--- src/hw/rtl/bqd_pkg.sv ---
// package: payload types, format codes and constants for the block dequantizer
package bqd_pkg;

   localparam int BLOCK_ELEMENTS_DEF = 32;

   typedef enum logic [2:0] {
      FMT_F32  = 3'd0,
      FMT_F16  = 3'd1,
      FMT_Q8_0 = 3'd2,
      FMT_Q4_0 = 3'd3
   } fmt_type;

   localparam logic [31:0] QNAN_DEFAULT = 32'h7FC0_0000;
   localparam logic [3:0]  NIBBLE_MASK  = 4'hF;
   localparam logic [3:0]  NIBBLE_BIAS  = 4'd8;

   typedef struct packed {
      logic [31:0] raw_word;
      logic [15:0] block_scale;
      logic [4:0]  element_pos;
      logic        last_in_row;
   } req_type;

   typedef struct packed {
      logic [31:0] value_bits;
      logic        unsupported;
      logic        row_end;
   } rsp_type;

   // index of the leading one in an 18-bit value
   function automatic logic [4:0] lead_one(input logic [17:0] v);
      logic [4:0] r;
      r = 5'd0;
      for (int i = 0; i < 18; i++) begin
         if (v[i]) r = 5'(i);
      end
      return r;
   endfunction

endpackage

--- src/hw/rtl/block_quant_dequantizer_top.sv ---
// top level of the block-quantized weight dequantizer
// usage:
//   write the source format on csr_wr_en/csr_wr_data while idle
//   (0 f32, 1 f16, 2 q8_0, 3 q4_0, other values give zero and flag unsupported)
//   present one element on req_data with start high; busy is always low,
//   so one transaction is taken every cycle
//   the element is registered, converted by one pass of combinational logic
//   (one 8x11 multiply and leading-one search) and registered again
//   the start flag passes through in_vld_ff and then out_vld_ff, so rsp_valid
//   rises together with the registered result on rsp_data
//   throughput: one element per cycle
//   the receiver cannot stall; each result shows for one cycle only
//   reset clears the pipeline valid bits and sets the format to f32
module block_quant_dequantizer_top
   import bqd_pkg::*;
#(
   parameter int BLOCK_ELEMENTS = BLOCK_ELEMENTS_DEF
)
(
   input  logic       clock,
   input  logic       reset,
   input  logic       start,
   output logic       busy,
   input  req_type    req_data,
   output logic       rsp_valid,
   output rsp_type    rsp_data,
   input  logic       csr_wr_en,
   input  logic [2:0] csr_wr_data
);

   logic [2:0] fmt_ff;
   logic       in_vld_ff;
   req_type    in_ff;
   logic       out_vld_ff;
   rsp_type    out_ff;
   rsp_type    conv_in;
   req_type    req_in;

   always_comb begin
      req_in             = req_data;
      req_in.element_pos = 5'(req_data.element_pos % BLOCK_ELEMENTS);
   end

   assign busy = 1'b0;

   always_ff @(posedge clock) begin
      if (reset) begin
         fmt_ff     <= FMT_F32;
         in_vld_ff  <= 1'b0;
         out_vld_ff <= 1'b0;
      end else begin
         if (csr_wr_en) fmt_ff <= csr_wr_data;
         in_vld_ff  <= start;
         out_vld_ff <= in_vld_ff;
      end
      in_ff  <= req_in;
      out_ff <= conv_in;
   end

   bqd_convert u_convert (
      .fmt (fmt_ff),
      .req (in_ff),
      .rsp (conv_in)
   );

   assign rsp_valid = out_vld_ff;
   assign rsp_data  = out_ff;

   a_lat: assert property (@(posedge clock) disable iff (reset)
      in_vld_ff |=> rsp_valid) else $error("lost transaction");
   a_unsup: assert property (@(posedge clock) disable iff (reset)
      rsp_valid && rsp_data.unsupported |-> rsp_data.value_bits == 32'd0)
      else $error("unsupported nonzero");
   a_row: assert property (@(posedge clock) disable iff (reset)
      in_vld_ff |=> rsp_data.row_end == $past(in_ff.last_in_row))
      else $error("row end lost");

endmodule

--- src/hw/rtl/bqd_convert.sv ---
// combinational conversion of one element to single precision
module bqd_convert
   import bqd_pkg::*;
(
   input  logic [2:0] fmt,
   input  req_type    req,
   output rsp_type    rsp
);

   logic [15:0] h;
   logic [4:0]  hex;
   logic [9:0]  hman;
   logic [31:0] h2s;
   logic [4:0]  hlead;
   logic [9:0]  hnorm;
   logic [7:0]  q;
   logic [7:0]  qa;
   logic        qs;
   logic [3:0]  nib;
   logic [4:0]  sex;
   logic [9:0]  sman;
   logic        ssg;
   logic [10:0] m;
   logic [17:0] p;
   logic [4:0]  t;
   logic [8:0]  ebias;
   logic [8:0]  eout;
   logic [31:0] mulv;
   logic [31:0] snan;
   logic [17:0] pshift;
   logic        sign;

   always_comb begin
      h     = req.raw_word[15:0];
      hex   = h[14:10];
      hman  = h[9:0];
      hlead = lead_one({8'd0, hman});
      hnorm = 10'(hman << (5'd10 - hlead));
      if (hex == 5'h1F) h2s = {h[15], 8'hFF, hman, 13'd0};
      else if (hex != 5'd0) h2s = {h[15], 8'(hex) + 8'd112, hman, 13'd0};
      else if (hman == 10'd0) h2s = {h[15], 31'd0};
      else h2s = {h[15], 8'(hlead) + 8'd103, hnorm, 13'd0};

      nib = req.element_pos[0] ? req.raw_word[7:4] : (req.raw_word[3:0] & NIBBLE_MASK);
      if (fmt == FMT_Q4_0) q = {4'd0, nib} - {4'd0, NIBBLE_BIAS};
      else q = req.raw_word[7:0];
      qs = q[7];
      qa = qs ? 8'(-q) : q;

      ssg  = req.block_scale[15];
      sex  = req.block_scale[14:10];
      sman = req.block_scale[9:0];
      sign = ssg ^ qs;
      snan = {ssg, 8'hFF, 1'b1, sman[8:0], 13'd0};
      if (sex != 5'd0) begin
         m     = {1'b1, sman};
         ebias = 9'(sex) + 9'd102;
      end else begin
         m     = {1'b0, sman};
         ebias = 9'd103;
      end
      p      = 18'(qa) * 18'(m);
      t      = lead_one(p);
      eout   = 9'(t) + ebias;
      pshift = 18'(p << (5'd17 - t));
      if (sex == 5'h1F) begin
         if (sman != 10'd0) mulv = snan;
         else if (qa == 8'd0) mulv = QNAN_DEFAULT;
         else mulv = {sign, 8'hFF, 23'd0};
      end else if (p == 18'd0) mulv = {sign, 31'd0};
      else mulv = {sign, eout[7:0], pshift[16:0], 6'd0};

      rsp.row_end     = req.last_in_row;
      rsp.unsupported = 1'b0;
      unique case (fmt)
         FMT_F32:  rsp.value_bits = req.raw_word;
         FMT_F16:  rsp.value_bits = h2s;
         FMT_Q8_0: rsp.value_bits = mulv;
         FMT_Q4_0: rsp.value_bits = mulv;
         default: begin
            rsp.value_bits  = 32'd0;
            rsp.unsupported = 1'b1;
         end
      endcase
   end

endmodule

--- config.mk ---
export PLATFORM = sky130hd
export DESIGN_NAME = block_quant_dequantizer_top
export DESIGN_NICKNAME = d
export VERILOG_FILES = /design/src/hw/rtl/bqd_pkg.sv /design/src/hw/rtl/block_quant_dequantizer_top.sv /design/src/hw/rtl/bqd_convert.sv
export SDC_FILE = /design/constraint.sdc
export NUM_CORES = 1
export LEC_CHECK = 0
export BUFFER_PORTS_ARGS = -buffer_cell sky130_fd_sc_hd__buf_2
export CORE_UTILIZATION = 45
export CTS_BUF_LIST = sky130_fd_sc_hd__clkbuf_4 sky130_fd_sc_hd__clkbuf_8
export CTS_CLUSTER_DIAMETER = 100
export DETAILED_ROUTE_END_ITERATION = 16
export PLACE_DENSITY = 0.67
export SLEW_MARGIN = 20
export SYNTH_ARGS = -nofsm -noshare
export SYNTH_HDL_FRONTEND = slang
export SYNTH_HIERARCHICAL = 1
export SYNTH_SLANG_ARGS = --single-unit
--- constraint.sdc ---
create_clock -name clock -period 12.2 [get_ports clock]
set_clock_uncertainty 0.15 [all_clocks]
set_input_delay 1.22 -clock clock [delete_from_list [all_inputs] [get_ports clock]]
set_output_delay 1.22 -clock clock [all_outputs]
set_load 0.01 [all_outputs]
==> flow_summary.toml <==
[worst_setup_path]
required_ps = 12280
path_class = "reg -> reg"
cp_max_fo = 24
rrSetupSlack_ps = 1300
arrival_ps = 10980
rr_worst_depth = 28
endpoint_kind = "flip-flop"
slowest_stage = "ha_1"
worstReg2RegEnd = "rsp_data[23]$_DFF_P_"
worstReg2RegStart = "fmt_ff[1]$_SDFFE_PP0P_"
critPathLaunchType = "flip-flop"
max_stage_delay_ps = 880
path_common_cell = "fa_1"

[drt]
antenna_left = 0
firstDrtPassIters = 8
drc = 0
route.vias.total = 7484
vias_per_cell = 5.93
drt_iter0_drc = 838
wl_per_cell_um = 18.0
wl_mm = 22.7

[worst_hold_path]
hold_class = "reg -> reg"
min-delay-start = "in_ff[0]$_DFF_P_"
hold_path_depth = 0
hold_end = "rsp_data[0]$_DFF_P_"

[floorplanning]
fp.dieH_um = 137
initial_core_util_pct = 46.6
die_area_mm2 = 0.0187
io_pins = 97
std_cell_rows = 48
coreArea_mm2 = 0.0175
die_w_um = 137

[global_routing]
grt_pass1_wl_mm = 35.7
antenna_found_initial = 0
grt_remaining_overflow = 0
grt_max_degree = 31
grt_util_all_layers_pct = 24.6
grt_pass1_vias = 6842

[finish]
antenna_cells = 0
area_growth_pct = 9.37
multi_input_area_mm2 = 0.00577
seqCellArea_mm2 = 0.00178
fillers = 1749
drive_above_1_share_pct = 14.8
layout_commonest_cell = "inv_1"
finalInstanceArea_mm2 = 0.00894
layout_common_cells = "inv_1, buf_2, dfxtp_1"
num-nets-final = 1195

[clock_tree]
clkLatencyLatePin_ps = 370
postCtsHoldBufs = 0
clock_sinks = 89
cts_buffers = 9
cts.clk_slew.worst_paths_ps = 100
htreeDepth = 3
cts_tree = "built"
cts_root_buffer = "clkbuf_8"
clockBufferDepth = 2
cts_resized = 0
post_cts_buffers = 0

[logic_synthesis]
synth_area_mm2 = 0.00817
yosys_warnings = 6
syn_area_per_cell_um2 = 8.34
synthCells = 980
syn_nets = 1142

[placement]
placed_area_mm2 = 0.00873
portBuffers = 91
dp_hpwl_mm = 17.7
gp_congestion = 0.960

[status]
outcome = "complete, no violations"

[timing]
drv_slew = 0
hold_viol = 0
setup-violations-final = 0
tns_ps = 0
hold_slack_ps = 207
relSlewSlack_pct = 40.7
worstMarginPinSlew_ps = 887
grt_setup_unrepaired = "no"
timing.final.crit_period_ps = 10900
max_freq_ghz = 0.0917
finalCritPeriodShare_pct = 89.4

[run]
drv_cap = 0
==> per-layer routing <==
layer / vias to the layer above / global-route usage [%] / routed length (um)
li1: 3532 / - / -
met1: 3605 / 34.7 / 10300
met5: - / 0 / 0
met4: 0 / 6.29 / 396
met3: 30 / 3.48 / 1630
met2: 317 / 39.2 / 10400
==> critical path: cells and delay by family, from the launching register on <==
family / cells / cell delay [ps]
flip-flops: 1 / 630
AO/OA/AOI/OAI: 7 / 2000
XOR/XNOR: 1 / 130
buffers and inverters: 6 / 1040
multiplexers: 2 / 920
adder cells (fa/ha/maj): 7 / 3620
AND/OR/NAND/NOR: 5 / 2250
==> state kept, by name, summed over array words and instances, names as in the netlist <==
signal / cells
rsp_valid: 1
in_vld_ff: 1
fmt_ff: 3
in_ff: 50
rsp_data: 34
==> how the worst max path moves through the flow <==
stage                                 to              startpoint  depth (start not counted)  slack, ps
finish              rsp_data[23]$_DFF_P_  fmt_ff[1]$_SDFFE_PP0P_                         28       1300
global route        rsp_data[23]$_DFF_P_  fmt_ff[1]$_SDFFE_PP0P_                         28        800
CTS                 rsp_data[23]$_DFF_P_  fmt_ff[1]$_SDFFE_PP0P_                         28       1530
detailed placement  rsp_data[23]$_DFF_P_  fmt_ff[1]$_SDFFE_PP0P_                         28       1600
global placement    rsp_data[23]$_DFF_P_  fmt_ff[1]$_SDFFE_PP0P_                         28       1660
floorplan           rsp_data[31]$_DFF_P_  fmt_ff[1]$_SDFFE_PP0P_                         38       3410
==> per-stage QoR <==
| step | worst slack, ps | utilization, % | std cells |
|---|---|---|---|
| 2_1_floorplan | 3410 | - | 980 |
| 3_3_place_gp | 1660 | 49.8 | 1247 |
| 3_5_place_dp | 1600 | 49.8 | 1247 |
| 4_1_cts | 1530 | 51.0 | 1263 |
| 5_1_grt | 795 | 51.0 | 1263 |
| 6_report | 1300 | 51.0 | 1263 |
==> layout make-up <==
cell class,count,area share (%)
sequential,89,19.9
clock buffer,9,1.39
timing repair buffer,98,5.68
inverter,103,4.32
tap,225,3.15
clock inverter,7,0.966
multi-input combinational,732,64.6
Power is not shown: default switching activity piles up to over one toggle a cycle in this logic, so the estimate is an artifact.
